## config.mk

```make
export PLATFORM = sky130hd
export DESIGN_NAME = jpeg_marker_segmenter_top
export DESIGN_NICKNAME = d
export VERILOG_FILES = /design/src/jms_pkg.sv /design/src/jms_classify.sv /design/src/jpeg_marker_segmenter_top.sv
export SDC_FILE = /design/constraint.sdc
export NUM_CORES = 1
export LEC_CHECK = 0
export ABC_AREA = 0
export BUFFER_PORTS_ARGS = -buffer_cell sky130_fd_sc_hd__buf_2
export CAP_MARGIN = 20
export CORE_MARGIN = 1.5
export CORE_UTILIZATION = 45
export CTS_BUF_LIST = sky130_fd_sc_hd__clkbuf_2 sky130_fd_sc_hd__clkbuf_4 sky130_fd_sc_hd__clkbuf_8
export DETAILED_ROUTE_END_ITERATION = 7
export GPL_TIMING_DRIVEN = 0
export PLACE_DENSITY = 0.77
export SETUP_SLACK_MARGIN = 0.2
export SYNTH_ARGS = -nofsm -noshare
export SYNTH_HDL_FRONTEND = slang
export SYNTH_HIERARCHICAL = 1
export SYNTH_SLANG_ARGS = --single-unit
```

## constraint.sdc

```tcl
create_clock -name i_clk -period 2.44 [get_ports i_clk]
set_input_delay 0.488 -clock i_clk [delete_from_list [all_inputs] [get_ports i_clk]]
set_output_delay 0.488 -clock i_clk [all_outputs]
set_load 0.01 [all_outputs]
```

## src/jms_pkg.sv

```systemverilog
// shared types and constants of the jpeg marker segmenter
// no dependencies; imported by every module of the block
`timescale 1ns / 1ps

package jms_pkg;

    // parser mode
    typedef enum logic [1:0] {
        MODE_DATA,
        MODE_FF,
        MODE_CODE,
        MODE_DONE
    } t_mode;

    // result kind
    typedef enum logic [1:0] {
        KIND_DATA,
        KIND_MARK,
        KIND_BAD,
        KIND_EOI
    } t_kind;

    // segment classes
    localparam logic [3:0] CLS_PREAMBLE = 4'd0;
    localparam logic [3:0] CLS_SOI      = 4'd1;
    localparam logic [3:0] CLS_SOF0     = 4'd2;
    localparam logic [3:0] CLS_SOF2     = 4'd3;
    localparam logic [3:0] CLS_DHT      = 4'd4;
    localparam logic [3:0] CLS_DQT      = 4'd5;
    localparam logic [3:0] CLS_DRI      = 4'd6;
    localparam logic [3:0] CLS_SOS      = 4'd7;
    localparam logic [3:0] CLS_COM      = 4'd8;
    localparam logic [3:0] CLS_RST      = 4'd9;
    localparam logic [3:0] CLS_APP      = 4'd10;

    // byte values and marker codes
    localparam logic [7:0] BYTE_FF   = 8'hFF;
    localparam logic [7:0] BYTE_00   = 8'h00;
    localparam logic [7:0] CODE_SOI  = 8'hD8;
    localparam logic [7:0] CODE_EOI  = 8'hD9;
    localparam logic [7:0] CODE_SOF0 = 8'hC0;
    localparam logic [7:0] CODE_SOF2 = 8'hC2;
    localparam logic [7:0] CODE_DHT  = 8'hC4;
    localparam logic [7:0] CODE_DQT  = 8'hDB;
    localparam logic [7:0] CODE_DRI  = 8'hDD;
    localparam logic [7:0] CODE_SOS  = 8'hDA;
    localparam logic [7:0] CODE_RST0 = 8'hD0;
    localparam logic [7:0] CODE_APP0 = 8'hE0;
    localparam logic [7:0] CODE_COM  = 8'hFE;

    localparam logic [15:0] POS_MAX = 16'hFFFF;

endpackage

```

## src/jms_classify.sv

```systemverilog
// marker code classifier: segment class and number of a marker code
// depends on jms_pkg
`timescale 1ns / 1ps

module jms_classify
    import jms_pkg::*;
(
    input  logic [7:0] i_code,
    output logic [3:0] o_class,
    output logic [3:0] o_number
);

    // range classes first, then single codes; unknown gives preamble
    always_comb begin
        o_number = 4'd0;
        if (i_code[7:3] == CODE_RST0[7:3]) begin
            o_class  = CLS_RST;
            o_number = {1'b0, i_code[2:0]};
        end else if (i_code[7:4] == CODE_APP0[7:4]) begin
            o_class  = CLS_APP;
            o_number = i_code[3:0];
        end else begin
            case (i_code)
                CODE_SOI:  o_class = CLS_SOI;
                CODE_SOF0: o_class = CLS_SOF0;
                CODE_SOF2: o_class = CLS_SOF2;
                CODE_DHT:  o_class = CLS_DHT;
                CODE_DQT:  o_class = CLS_DQT;
                CODE_DRI:  o_class = CLS_DRI;
                CODE_SOS:  o_class = CLS_SOS;
                CODE_COM:  o_class = CLS_COM;
                default:   o_class = CLS_PREAMBLE;
            endcase
        end
    end

endmodule

```

## src/jpeg_marker_segmenter_top.sv

```systemverilog
// path: an accepted byte passes the input register, then the result register
// throughput: one byte per cycle if no result stalls; a resultless byte frees its slot at once
// the result register is the only stall point; input ready follows its state
// reset: synchronous, active low; clears mode, segment class, number, position and valids
// depends on jms_pkg and jms_classify
`timescale 1ns / 1ps

module jpeg_marker_segmenter_top
    import jms_pkg::*;
(
    input  logic        i_clk,
    input  logic        i_rst_n,
    input  logic        i_in_valid,
    output logic        o_in_ready,
    input  logic [7:0]  i_in_byte,
    output logic        o_out_valid,
    input  logic        i_out_ready,
    output logic [1:0]  o_kind,
    output logic [3:0]  o_seg_class,
    output logic [3:0]  o_seg_number,
    output logic [7:0]  o_out_byte,
    output logic [15:0] o_byte_pos
);

    // input register
    logic        r_s1_vld;
    logic [7:0]  r_s1_byte;

    // parser state
    t_mode       r_mode, n_mode;
    logic [3:0]  r_class, n_class;
    logic [3:0]  r_number, n_number;
    logic [15:0] r_pos, n_pos;

    // result register
    logic        r_o_vld;
    t_kind       r_o_kind;
    logic [3:0]  r_o_class;
    logic [3:0]  r_o_number;
    logic [7:0]  r_o_byte;
    logic [15:0] r_o_pos;

    // combinational result
    logic        w_has_res;
    t_kind       w_kind;
    logic [3:0]  w_class;
    logic [3:0]  w_number;
    logic [7:0]  w_byte;
    logic [15:0] w_pos;

    logic [3:0]  w_mk_class;
    logic [3:0]  w_mk_number;
    logic        w_out_free;
    logic        w_step;
    logic        w_is_mark;

    jms_classify u_classify (
        .i_code   (r_s1_byte),
        .o_class  (w_mk_class),
        .o_number (w_mk_number)
    );

    // handshake and advance
    assign w_out_free = !r_o_vld || i_out_ready;
    assign w_step     = r_s1_vld && (w_out_free || !w_has_res);
    assign o_in_ready = !r_s1_vld || w_step;

    // a marker code is taken in code mode, or after 0xFF unless stuffed
    assign w_is_mark = (r_mode == MODE_CODE) ||
                       ((r_mode == MODE_FF) && (r_s1_byte != BYTE_00));

    // next parser mode
    always_comb begin
        n_mode = r_mode;
        case (r_mode)
            MODE_DATA: begin
                if (r_s1_byte == BYTE_FF) begin
                    n_mode = MODE_FF;
                end
            end
            MODE_FF, MODE_CODE: begin
                if (w_is_mark) begin
                    if (r_s1_byte == CODE_EOI) begin
                        n_mode = MODE_DONE;
                    end else if (w_mk_class == CLS_PREAMBLE) begin
                        n_mode = MODE_CODE;
                    end else begin
                        n_mode = MODE_DATA;
                    end
                end else begin
                    n_mode = MODE_DATA;
                end
            end
            MODE_DONE: n_mode = MODE_DONE;
            default:   n_mode = MODE_DATA;
        endcase
    end

    // result fields and segment bookkeeping
    always_comb begin
        w_has_res = 1'b0;
        w_kind    = KIND_DATA;
        w_class   = r_class;
        w_number  = r_number;
        w_byte    = r_s1_byte;
        w_pos     = r_pos;
        n_class   = r_class;
        n_number  = r_number;
        n_pos     = r_pos;
        if (r_mode == MODE_DONE) begin
            w_has_res = 1'b0;
        end else if (w_is_mark) begin
            w_has_res = 1'b1;
            w_pos     = 16'd0;
            if (r_s1_byte == CODE_EOI) begin
                w_kind   = KIND_EOI;
                w_class  = CLS_PREAMBLE;
                w_number = 4'd0;
            end else if (w_mk_class == CLS_PREAMBLE) begin
                w_kind   = KIND_BAD;
                w_class  = CLS_PREAMBLE;
                w_number = 4'd0;
            end else begin
                w_kind   = KIND_MARK;
                w_class  = w_mk_class;
                w_number = w_mk_number;
                n_class  = w_mk_class;
                n_number = w_mk_number;
                n_pos    = 16'd0;
            end
        end else if ((r_mode == MODE_DATA) && (r_s1_byte == BYTE_FF)) begin
            w_has_res = 1'b0;
        end else begin
            // plain data byte, or stuffed 0xFF 0x00 pair
            w_has_res = 1'b1;
            w_kind    = KIND_DATA;
            w_byte    = (r_mode == MODE_FF) ? BYTE_FF : r_s1_byte;
            if (r_pos != POS_MAX) begin
                n_pos = r_pos + 16'd1;
            end
        end
    end

    // input register
    always_ff @(posedge i_clk) begin
        if (!i_rst_n) begin
            r_s1_vld <= 1'b0;
        end else if (o_in_ready) begin
            r_s1_vld <= i_in_valid;
        end
        if (o_in_ready && i_in_valid) begin
            r_s1_byte <= i_in_byte;
        end
    end

    // parser state registers
    always_ff @(posedge i_clk) begin
        if (!i_rst_n) begin
            r_mode   <= MODE_DATA;
            r_class  <= CLS_PREAMBLE;
            r_number <= 4'd0;
            r_pos    <= 16'd0;
        end else if (w_step) begin
            r_mode   <= n_mode;
            r_class  <= n_class;
            r_number <= n_number;
            r_pos    <= n_pos;
        end
    end

    // result register
    always_ff @(posedge i_clk) begin
        if (!i_rst_n) begin
            r_o_vld <= 1'b0;
        end else if (w_out_free) begin
            r_o_vld <= w_step && w_has_res;
        end
        if (w_step && w_has_res) begin
            r_o_kind   <= w_kind;
            r_o_class  <= w_class;
            r_o_number <= w_number;
            r_o_byte   <= w_byte;
            r_o_pos    <= w_pos;
        end
    end

    assign o_out_valid  = r_o_vld;
    assign o_kind       = r_o_kind;
    assign o_seg_class  = r_o_class;
    assign o_seg_number = r_o_number;
    assign o_out_byte   = r_o_byte;
    assign o_byte_pos   = r_o_pos;

endmodule

```

; ---- Yosys cells after proc, flatten, opt, wreduce, memory -nomap -nowiden
; Index checks and enable logic that the tools add are counted.
[totals]
ff_bits = 70
[classes]
mux = 34
add_sub_neg = 1
n_bitwise = 4
eq_ne = 20
n_reduce_logical = 21
[op_table]
columns = op, count
row1 = 2-to-1 mux 16 bit, 7
row2 = "== test 8 bit, second input constant", 10
row3 = 2-to-1 mux 4 bit, 12
row4 = 2-to-1 mux 8 bit, 4
row5 = one-hot mux 4 bit (8 select lines), 1
row6 = "adder 16 x 1 -> 16 bit, second input constant", 1
row7 = "inequality test 16 bit, second input constant", 1
row8 = 2-to-1 mux 2 bit, 6
row9 = "inequality test 2 bit, second input constant", 4
row10 = nonzero test 8 bit, 1
row11 = one-hot mux 2 bit (3 select lines), 1
row12 = AND reduction 6 bit, 1
row13 = "== test 5 bit, second input constant", 1
row14 = logical AND 1 bit, 5
row15 = AND reduction 5 bit, 1
row16 = "== test 2 bit, second input constant", 2
row17 = "== test 4 bit, second input constant", 1
row18 = logical NOT 4 bit, 1
row19 = logical OR 1 bit, 4
row20 = NOT 1 bit, 4
row21 = OR reduction 2 bit, 2
row22 = logical NOT 1 bit, 3
row23 = 2-to-1 mux 1 bit, 3
row24 = "== test 2 x 1 -> 1 bit, second input constant", 1
row25 = 3 further kinds, 3

; ---- Longest topological paths before layout
; Gate-level depths: netlist (run 1).
[depth]
depth_word = 10
depth_mapped = 8
mapped_depth_nobuf = 7

; ---- Modules after synthesis
; Netlist (run 1), hierarchy kept.
[modules_own_cells]
columns = module, n_inst, seq_area_each_um2, area_per_inst_um2, cells_per_inst
row1 = jpeg_marker_segmenter_top, 1, 1821.7, 3204.3, 274
row2 = jms_classify, 1, 0.0, 188.9, 30

; ---- Worst setup path before layout (run 1)
; OpenSTA, ideal clock, no wires.
[synth_path]
path_type = register -> register
startpoint = register r_s1_byte[3]
endpoint = register r_o_pos[0], in the netlist o_byte_pos[0], enable pin
arrival_ps = 1897
stages_incl_launch_ff = 4
setup_ps = 394
setup_slack_ps = 149
cell_sequence = edfxtp_1 > and4_2 > nand3_1 > o21a_1
[synth_via]
elab_chain_cells = 9
elab_cells_between_ends = 12
cone_classes = 1 x eq/ne / 3 x mux / 8 x reduce/logical
[synth_lines]
columns = item, line
row1 = from (decl), jpeg_marker_segmenter_top.sv:27  ; logic [7:0] r_s1_byte;
row2 = from (signal assigned), jpeg_marker_segmenter_top.sv:152  ; r_s1_byte <= i_in_byte;
row3 = == test 8 bit / nonzero test 8 bit (equally long branches), "jpeg_marker_segmenter_top.sv:131, jpeg_marker_segmenter_top.sv:70"
row4 = logical AND 1 bit (on tied branches), "jpeg_marker_segmenter_top.sv:131, jpeg_marker_segmenter_top.sv:70"
row5 = 2-to-1 mux 1 bit / logical OR 1 bit (equally long branches), "jpeg_marker_segmenter_top.sv:131, jpeg_marker_segmenter_top.sv:69"
row6 = 2-to-1 mux 1 bit (*), jpeg_marker_segmenter_top.sv:112  ; end else if (w_is_mark) begin
row7 = 2-to-1 mux 1 bit (*), jpeg_marker_segmenter_top.sv:110  ; if (r_mode == MODE_DONE) begin
row8 = logical NOT 1 bit, jpeg_marker_segmenter_top.sv:65  ; assign w_step = r_s1_vld && (w_out_free || !w_has_res);
row9 = logical OR 1 bit, jpeg_marker_segmenter_top.sv:65
row10 = logical AND 1 bit, jpeg_marker_segmenter_top.sv:65
row11 = logical AND 1 bit (*), jpeg_marker_segmenter_top.sv:178  ; if (w_step && w_has_res) begin
row12 = to (signal assigned), jpeg_marker_segmenter_top.sv:183  ; r_o_pos <= w_pos;
row13 = to (decl), jpeg_marker_segmenter_top.sv:41  ; logic [15:0] r_o_pos;
; Every way passes the cells marked *; elsewhere a longest branch is shown, timed or not.
; A chain may end at the register's enable or synchronous reset.

; ---- Final worst setup path (run 1)
[layout_path]
startpoint = register r_s1_byte[6]
endpoint = register r_mode[1]
[layout_via]
elab_chain_cells = 9
elab_cells_between_ends = 32
cone_classes = 13 x eq/ne / 10 x mux / 9 x reduce/logical
[layout_lines]
columns = item, line
row1 = == test 8 bit, jms_classify.sv:23  ; case (i_code)
row2 = one-hot mux 4 bit (8 select lines), jms_classify.sv:23
row3 = 2-to-1 mux 4 bit, jms_classify.sv:19  ; end else if (i_code[7:4] == CODE_APP0[7:4]) begin
row4 = 2-to-1 mux 4 bit (*), jms_classify.sv:16  ; if (i_code[7:3] == CODE_RST0[7:3]) begin
row5 = via w_mk_class[1], jpeg_marker_segmenter_top.sv:51  ; logic [3:0] w_mk_class;
row6 = logical NOT 4 bit (*), jpeg_marker_segmenter_top.sv:85  ; end else if (w_mk_class == CLS_PREAMBLE) begin
row7 = 2-to-1 mux 2 bit (*), jpeg_marker_segmenter_top.sv:85
row8 = 2-to-1 mux 2 bit (*), jpeg_marker_segmenter_top.sv:83  ; if (r_s1_byte == CODE_EOI) begin
row9 = 2-to-1 mux 2 bit (*), jpeg_marker_segmenter_top.sv:82  ; if (w_is_mark) begin
row10 = one-hot mux 2 bit (3 select lines) (*), jpeg_marker_segmenter_top.sv:75  ; case (r_mode)
row11 = to (signal assigned), jpeg_marker_segmenter_top.sv:164  ; r_mode <= n_mode;
row12 = to (decl), jpeg_marker_segmenter_top.sv:30  ; t_mode r_mode, n_mode;
; The timed path passes the listed nets; every way through them passes the cells marked *.

==> results of run 1 <==
-- sequential cells by signal (all words and copies together), names as in the netlist, 4 cells and up --
name,count
r_class,4
o_seg_number,4
r_s1_byte,8
r_pos,16
r_number,4
o_out_byte,8
o_byte_pos,16
o_seg_class,4
-- layout by cell type (no fill, tap or decap), types with 3 or more instances in the layout --
| cell | netlist | final |
|---|---|---|
| nor3_1 | 11 | 11 |
| mux2i_1 | 8 | 8 |
| o21bai_1 | 3 | 3 |
| a21o_1 | 3 | 3 |
| nor2b_1 | 10 | 9 |
| clkbuf_8 | 1 | 11 |
| and3_1 | 4 | 4 |
| ha_1 | 5 | 3 |
| nand2_1 | 34 | 31 |
| inv_1 | 10 | 9 |
| nand4_1 | 7 | 7 |
| a21oi_2 | 1 | 5 |
| dfxtp_1 | 28 | 26 |
| a32o_1 | 5 | 5 |
| a21o_2 | 3 | 3 |
| o22ai_2 | 0 | 3 |
| buf_6 | 4 | 11 |
| nand2b_1 | 9 | 9 |
| edfxtp_1 | 42 | 42 |
| nand3_1 | 16 | 9 |
| clkinvlp_4 | 0 | 3 |
| nor2_1 | 9 | 6 |
| clkbuf_1 | 5 | 3 |
| buf_2 | 1 | 48 |
| a211o_1 | 4 | 4 |
| buf_4 | 0 | 24 |
| and2_1 | 19 | 19 |
| nand3_2 | 2 | 8 |
-- stage by stage --
step                power (mW)  utilization
finish                    2.42        0.617
global route              2.50        0.617
global placement          1.51        0.515
CTS                       2.39        0.584
detailed placement        1.51        0.515
floorplan                 1.45            -
-- logic make-up after synthesis --
| kind of cell | after synthesis | synth area share |
|---|---|---|
| compound gates | 52 | 0.122 |
| fa+ha+maj | 5 | 0.0184 |
| buf+inv | 21 | 0.0354 |
| flops | 70 | 0.537 |
| mux | 8 | 0.0236 |
| simple gates | 148 | 0.264 |
-- repair_timing --
item	in CTS	in global routing
resized for setup	30	47
setup buffers	27	5
pin swaps	15	24
setup endpoints to repair	64	68
cloned	1	0
hold buffers	0	0
-- power by group --
group | internal (mW) | total, mW | switching [mW]
Clock | 0.399 | 0.856 | 0.457
Sequential | 1.29 | 1.31 | 0.0232
Combinational | 0.110 | 0.245 | 0.135
Total | 1.80 | 2.42 | 0.615
-- area by class of cell --
class	instances	area, um2
clock buffers	10	138
well taps	99	124
fillers	573	2800
clock inverters	6	45.0
inverters	10	37.5
plain buffers	11	95.1
repair buffers	80	523
multi-input cells	213	1710
flip-flops and latches	70	1820
-- final timing paths --
| check | startpoint | end | slack [ps] | cells after the start |
|---|---|---|---|---|
| setup / recovery | r_s1_byte[6]$_DFFE_PP_ | r_mode[1]$_SDFFE_PN0P_ | 20 | 8 |
| hold / removal | i_in_byte[1] | r_s1_byte[1]$_DFFE_PP_ | 310 | 1 |
| setup reg to reg | r_s1_byte[6]$_DFFE_PP_ | r_mode[1]$_SDFFE_PN0P_ | 20 | 8 |
| hold reg to reg | r_class[2]$_SDFFE_PN0P_ | r_class[2]$_SDFFE_PN0P_ | 530 | 2 |
-- routing by layer --
metal	global-route usage	vias up	wire, um
met3	0.0465	34	500
met4	0.0886	0	299
li1	-	1320	-
met2	0.304	140	3880
met1	0.253	1347	3560
met5	0	-	0
==> reports/qor.csv, run 1 <==
metric;value;unit
cts_tree;yes;
critPathRequiredTime;2720;ps
syn-instance-count;304;
synth.top_cell.area_share;0.372;
grt_pass1_vias;2593;
instances_no_fill;499;
crit_fanout;6;
relSlewSlack;0.621;
finalCriticalPeriod;2420;ps
synth-async-reset-ratio;0;
clock_latency;350;ps
placed_cells;450;
grtUsageTotal;0.193;
synthesis.area;3390;um2
route.detailed.drc;0;
synth_enable_flop_cells;42;
grt_pass1_wl;12.5;mm
skew;14.5;ps
avgSynthCellArea;11.2;um2
hold_class;in2reg;
cp_cell_sequence;and3b_2 > a21oi_2 > o21ai_2 > or4_4 > and2_4 > buf_6 > o31a_1 > o22ai_2;
diodes;0;
status;complete, no violations;
drt_wl_total;8.23;mm
worst_setup_path_end_kind;flip-flop;
final_layout_size_suffix_gt1_frac;0.418;
syn_nets;321;
slew_violations;0;
cts_root_buffer;clkbuf_8;
cp_slowest_cell;or4_4;
path_clk_slew;80;ps
drt_iter0_drc;270;
arrival;2710;ps
yosysTopAreaCell;edfxtp_1;
hold_slack;308;ps
pre_cts_ws;-104;ps
worst_path_largest_cell_delay;560;ps
rows;31;
placed_cell_area;3750;um2
ir_drop;285;uV
stdcell_area;4500;um2
crit_type;reg2reg;
fin_crit_sh;0.993;
dr_total_vias;2841;
dieArea;8070;um2
startpoint_type;flip-flop;
dp_hpwl;4.60;mm
wl_per_cell;16.5;um
max_freq;413;MHz
grt_overflow;0;
ys_warn_count;6;
timing.critical_path.buf_inv;1;
area_growth_syn_to_layout;32.5;%
nets;412;
power.leakage;1.80;nW
via_per_inst;5.69;
core;7290;um2
cts_buffers;9;
antenna_left;0;
die_x;89.8;um
antenna_found_initial;0;
synth_flop_cell;edfxtp_1;
grt_max_degree;36;
place.gp.congestion;0.865;
rsz0062_at_grt;true;
clock_sinks;70;
cts_max_level;3;
ys_seq_elements;70;
finalSetupViolCount;0;
max_slew.worst_pin.slew;569;ps
critPathTopFamily;simple AND/OR/NAND/NOR gates;
finalSetupTns;0;ps
drtPass1Iterations;5;
yosys-top-cells-count;42 x edfxtp_1, 34 x nand2_1, 28 x dfxtp_1;
synth.most_common_cell;edfxtp_1;
power.density;537;nW/um2
die_h;89.8;um
clock_path_buffers;2;
initial_core_util;0.465;
boundaryPins;48;
io_buffers;47;
maxCapViolations;0;
synth_cell_type_count;62;
layout_setup_ws;16.9;ps
hold_viol;0;
yosysSeqAreaShare;0.537;
synthTopCellsByArea;edfxtp_1 37%, dfxtp_1 17%, nand2_1 3.8%, and2_1 3.5%, mux2i_1 2.4%;
(Power assumes the default switching activity.)
==> run 2, diff against run 1 <==
--- a/config.mk
+++ b/config.mk
@@ -14,6 +14,7 @@
 export DETAILED_ROUTE_END_ITERATION = 7
 export GPL_TIMING_DRIVEN = 0
 export PLACE_DENSITY = 0.77
+export RECOVER_POWER = 50
 export SETUP_SLACK_MARGIN = 0.2
 export SYNTH_ARGS = -nofsm -noshare
 export SYNTH_HDL_FRONTEND = slang
==> run 2 against run 1 <==
Register-to-register slack about the same. Sequential cell count unchanged. Global-route usage unchanged. Non-clock buffer count unchanged. Sequential share of layout area up 0.40 points. Highest routed layer unchanged. Wire length up 1.0%. Count of clock-buffer cells in the layout unchanged. Largest power group unchanged. Power down 0.23%. Via count up 0.49%.
==> reports/qor.csv, run 2 (synthesized netlist as in run 1, its figures left out) <==
metric;value;unit;change
r2r-start;r_s1_byte[6]$_DFFE_PP_;;
worst-r2r-setup-slack;20;ps;about the same
power.density;541;nW/um2;+0.75%
reg2regPathDepth;8;;unchanged
initial_core_util;0.465;;unchanged
relSlewSlack;0.611;;-0.00979
cts_max_level;3;;unchanged
core;7290;um2;unchanged
rows;31;;unchanged
slew_violations;0;;unchanged
clock_sinks;70;;unchanged
place.gp.congestion;0.865;;unchanged
critPathRequiredTime;2730;ps;about the same
worst_setup_path_end_kind;flip-flop;;
grt_pass1_vias;2593;;unchanged
cts_buffers;9;;unchanged
finalPower;2.41;mW;-0.23%
diodes;0;;unchanged
io_buffers;47;;unchanged
rsz0062_at_grt;true;;
nets;412;;unchanged
ir_drop;285;uV;about the same
antenna_left;0;;unchanged
clock_path_buffers;2;;unchanged
max_freq;413;MHz;about the same
crit_fanout;6;;unchanged
cts_root_buffer;clkbuf_8;;
startpoint_type;flip-flop;;
drtPass1Iterations;5;;unchanged
grt_overflow;0;;unchanged
power_switching;0.616;mW;+0.11%
dieArea;8070;um2;unchanged
crit_type;reg2reg;;
cp_slowest_cell;or4_4;;
finalSetupViolCount;0;;unchanged
intPower;1.79;mW;-0.35%
power.leakage;1.70;nW;-5.5%
path_clk_slew;80;ps;about the same
max_slew.worst_pin.slew;583;ps;+14.1 ps
hold_class;in2reg;;
path_depth;8;;unchanged
route.detailed.drc;0;;unchanged
arrival;2710;ps;about the same
hold_viol;0;;unchanged
combPwrFrac;0.099;;-0.002
cp-startpoint;r_s1_byte[6]$_DFFE_PP_;;
final_cell_mix;42 x edfxtp_1, 38 x clkbuf_1, 31 x nand2_1, 26 x dfxtp_1, 24 x buf_4;;
boundaryPins;48;;unchanged
crit_path_end;r_mode[1]$_SDFFE_PN0P_;;
die_h;89.8;um;unchanged
dr_total_vias;2855;;+0.49%
status;complete, no violations;;
drt_wl_total;8.32;mm;+1.0%
final_common_cell;edfxtp_1;;
timing.rr.end;r_mode[1]$_SDFFE_PN0P_;;
clock_latency;350;ps;about the same
antenna_found_initial;0;;unchanged
skew;15.4;ps;+0.897 ps
finalCriticalPeriod;2420;ps;+0.00400 ps
worst_path_largest_cell_delay;560;ps;about the same
switching_share;0.256;;+0.000872
cp_cell_sequence;and3b_2 > a21oi_2 > o21ai_2 > or4_4 > and2_4 > buf_6 > o31a_1 > o22ai_2;;
postLayoutCoreUtil;0.611;;-0.00601
timing.critical_path.buf_inv;1;;unchanged
grtUsageTotal;0.193;;unchanged
via_per_inst;5.72;;+0.49%
die_x;89.8;um;unchanged
final_layout_size_suffix_gt1_frac;0.330;;-0.0875
fin_crit_sh;0.993;;about the same
critPathTopFamily;simple AND/OR/NAND/NOR gates;;
area_growth_syn_to_layout;31.2;%;
postCtsHoldBufs;0;;unchanged
pwr-share-clk;0.355;;about the same
drt_iter0_drc;265;;-1.9%
maxCapViolations;0;;unchanged
dp_hpwl;4.60;mm;unchanged
power_frac_seq;0.546;;+0.002
grt_max_degree;36;;unchanged
cts_tree;yes;;
wl_per_cell;16.7;um;+1.0%
grt_pass1_wl;12.5;mm;unchanged
run 2: changes by cell type in the layout (fill, tap and decap cells not counted):
cell	previous run	this run
buf_2	48	13
clkbuf_1	3	38
run 2: cell type report:
| type | count | area [um2] |
|---|---|---|
| fill | 590 | 2840 |
| sequential | 70 | 1820 |
| multi-input combinational | 213 | 1710 |
| timing repair buffer | 80 | 479 |
| clock buffer | 10 | 138 |
| tap | 99 | 124 |
| buffer | 11 | 95.1 |
| clock inverter | 6 | 45.0 |
| inverter | 10 | 37.5 |
run 2: layer usage:
layer  part of all wire  track usage  vias to the layer above
li1                   -            -                     1318
met1               0.43        0.253                     1362
met2               0.47        0.304                      147
met3              0.071       0.0465                       28
met4              0.031       0.0886                        0
met5                  0            0                        -
run 2: how the worst min path moves through the flow:
| stage | from | endpoint | slack (ps) | depth (start not counted) |
|---|---|---|---|---|
| after floorplan | r_s1_vld$_SDFFE_PN0P_ | r_mode[1]$_SDFFE_PN0P_ | 470 | 2 |
| after global placement | r_class[3]$_SDFFE_PN0P_ | r_class[3]$_SDFFE_PN0P_ | 500 | 2 |
| after detailed placement | r_class[2]$_SDFFE_PN0P_ | r_class[2]$_SDFFE_PN0P_ | 510 | 2 |
| after CTS | i_in_byte[3] | r_s1_byte[3]$_DFFE_PP_ | 310 | 1 |
| after global routing | i_in_byte[1] | r_s1_byte[1]$_DFFE_PP_ | 300 | 1 |
| final | i_in_byte[1] | r_s1_byte[1]$_DFFE_PP_ | 310 | 1 |
run 2: per-stage QoR:
step	setup slack [ps]	area (um2)	instances	TNS (ps)	hold slack, ps
floorplan	223	3390	304	0	475
global placement	-111	3750	450	-389	498
detailed placement	-104	3750	450	-378	509
CTS	123	4260	494	0	305
global route	-28.6	4450	499	-48.8	305
finish	16.9	4450	499	0	307
run 2: what timing repair did:
action	4_1_cts	5_1_grt
setup endpoints to repair	64	68
pin swaps	15	24
gates resized for setup	30	47
buffers inserted	27	5
cloned	1	0
run 2: power by group through the flow:
stage / registers (mW) / logic (mW) / clock network (mW)
6_report: 1.32 / 0.239 / 0.855
2_1_floorplan: 1.36 / 0.0939 / 0
3_5_place_dp: 1.35 / 0.163 / 0
4_1_cts: 1.31 / 0.211 / 0.862
3_3_place_gp: 1.35 / 0.160 / 0
5_1_grt: 1.32 / 0.252 / 0.919
==> run 3, diff against run 2 <==
--- a/config.mk
+++ b/config.mk
@@ -9,11 +9,11 @@
 export BUFFER_PORTS_ARGS = -buffer_cell sky130_fd_sc_hd__buf_2
 export CAP_MARGIN = 20
 export CORE_MARGIN = 1.5
-export CORE_UTILIZATION = 45
+export CORE_UTILIZATION = 50
 export CTS_BUF_LIST = sky130_fd_sc_hd__clkbuf_2 sky130_fd_sc_hd__clkbuf_4 sky130_fd_sc_hd__clkbuf_8
 export DETAILED_ROUTE_END_ITERATION = 7
 export GPL_TIMING_DRIVEN = 0
-export PLACE_DENSITY = 0.77
+export PLACE_DENSITY = 0.8
 export RECOVER_POWER = 50
 export SETUP_SLACK_MARGIN = 0.2
 export SYNTH_ARGS = -nofsm -noshare
==> constraint.sdc (replaced) <==
create_clock -name i_clk -period 2.7 [get_ports i_clk]
set_input_delay 0.54 -clock i_clk [delete_from_list [all_inputs] [get_ports i_clk]]
set_output_delay 0.54 -clock i_clk [all_outputs]
set_load 0.01 [all_outputs]
==> run 3 against run 2 <==
The flow now finishes with violations (design-rule violations). Sequential power shrank 11%. Clock power is 4.8% higher. Combinational power shrank 26%. Fmax decreased by 0.21%. Sequential share of layout area up 4.3 points. Cell count decreased by 8.2%. Sequential cell count did not move. Critical path type unchanged. Largest power group unchanged.
==> reports/qor.csv, run 3 (synthesized netlist as in run 1, its figures left out) <==
metric;value;unit;change
grt_pass1_vias;2333;;-10%
wl_per_cell;15.6;um;-6.6%
postCtsHoldBufs;0;;unchanged
grt_overflow;0;;unchanged
top_layer;met4;;
die_x;85.4;um;-5.0%
finalSetupViolCount;0;;unchanged
slew_violations;0;;unchanged
dr_wl_met2;3.20;mm;-18%
register_area;1830;um2;about the same
clock_latency;350;ps;about the same
n_fill_cell;539;;-8.6%
violations;design-rule violations;;
final_common_cell;edfxtp_1;;
nets;393;;-4.6%
hold_slack;362;ps;+54.1 ps
antenna_found_initial;0;;unchanged
finalSetupTns;0;ps;unchanged
maxCapViolations;0;;unchanged
crit_fanout;8;;+2
cts_buffers;9;;unchanged
status;finished, violations left;;
antenna_left;0;;unchanged
final_cell_mix;42 x edfxtp_1, 40 x clkbuf_1, 34 x nand2_1, 27 x dfxtp_1;;
route.detailed.drc;3;;+3
worst_setup_path_end_kind;flip-flop;;
drtPass1Iterations;6;;+1
wl_met1;3.35;mm;-5.7%
core;6460;um2;-11%
postLayoutCoreUtil;0.624;;+0.0133
io_buffers;47;;unchanged
grt_pass1_wl;11.1;mm;-11%
rows;29;;-6.5%
placed_cells;429;;-4.7%
arrival;2700;ps;about the same
final_layout_size_suffix_gt1_frac;0.202;;-0.128
grt_max_degree;21;;-42%
ir_drop;348;uV;+22%
cts_tree;yes;;
critPathRequiredTime;2980;ps;+250 ps
drt_iter0_drc;224;;-15%
die_h;85.4;um;-5.0%
path_clk_slew;70;ps;about the same
diodes;0;;unchanged
clock_path_buffers;2;;unchanged
fin_crit_sh;0.899;;-0.0937
crit_type;reg2reg;;
rsz0062_at_grt;true;;
hold_viol;0;;unchanged
place.gp.congestion;0.834;;-3.5%
dp_hpwl;4.59;mm;-0.28%
finalCriticalPeriod;2430;ps;+5.11 ps
cts_max_level;3;;unchanged
power.leakage;1.58;nW;-7.2%
grtUsageTotal;0.196;;+0.00299
relSlewSlack;0.432;;-0.179
multi_input_area;1460;um2;-14%
worst-r2r-setup-slack;270;ps;+250 ps
area_growth_syn_to_layout;18.7;%;
hold_class;in2reg;;
initial_core_util;0.525;;+0.0600
drt_wl_total;7.13;mm;-14%
clock_sinks;70;;unchanged
boundaryPins;48;;unchanged
cts_root_buffer;clkbuf_8;;
skew;5.29;ps;-10.1 ps
via_per_inst;5.69;;-0.55%
instances_no_fill;458;;-8.2%
max_freq;412;MHz;-0.21%
power.density;560;nW/um2;+3.5%
wl_met3;442;um;-25%
dr_total_vias;2606;;-8.7%
max_slew.worst_pin.slew;851;ps;+269 ps
dieArea;7290;um2;-9.7%
startpoint_type;flip-flop;;
## run 3: cell types whose count changed in the layout (fill, tap and decap cells not counted), sizes merged
cell,delta
bufinv,+1
buf,-20
clkinv,-1
clkinvlp,-3
clkbuf,+4
## run 3: final cells by class
type | instances | share of cell area
Inverter | 10 | 0.00932
Multi-Input combinational cell | 213 | 0.363
Timing Repair Buffer | 61 | 0.0764
Tap cell | 77 | 0.0239
Clock inverter | 3 | 0.0102
Clock buffer | 13 | 0.0429
Sequential cell | 70 | 0.453
Buffer | 11 | 0.0208
## run 3: worst paths after layout
| check | start | to | depth (start not counted) |
|---|---|---|---|
| max | r_s1_byte[5]$_DFFE_PP_ | r_mode[1]$_SDFFE_PN0P_ | 7 |
| min | i_in_byte[5] | r_s1_byte[5]$_DFFE_PP_ | 1 |
| max reg2reg | r_s1_byte[5]$_DFFE_PP_ | r_mode[1]$_SDFFE_PN0P_ | 7 |
| min reg2reg | r_pos[15]$_SDFFE_PN0P_ | r_pos[15]$_SDFFE_PN0P_ | 2 |
## run 3: metrics by stage
step           cell area, um2  total power, mW  setup WS, ps
6_report                 4030             2.26           272
5_1_grt                  4030             2.32           146
4_1_cts                  4000             2.25           152
3_5_place_dp             3750             1.37           167
3_3_place_gp             3720             1.36         -1.90
2_1_floorplan            3390             1.31           409
## run 3: power breakdown
group | total, mW | switching [mW] | internal [mW]
Combinational | 0.176 | 0.104 | 0.0723
Sequential | 1.18 | 0.0187 | 1.17
Clock | 0.896 | 0.384 | 0.512
Total | 2.26 | 0.507 | 1.75
## run 3: metal layers
layer  vias up  global-route usage
li1       1272                   -
met4         0              0.0924
met5         -                   0
met2        97               0.283
met3        14              0.0447
met1      1223               0.281
## run 3: timing repair
action                     4_1_cts  5_1_grt
pin swaps                        2        4
gates resized for setup          4       15
setup endpoints to repair        5       41
buffers inserted                 3       10
## run 3: critical path: stages (launching register included)
cell and delay [ps]:
edfxtp_1 540, and3b_2 270, a21boi_2 180, or4_4 580
and2_0 170, buf_2 160, o31a_1 280, o22ai_1 170
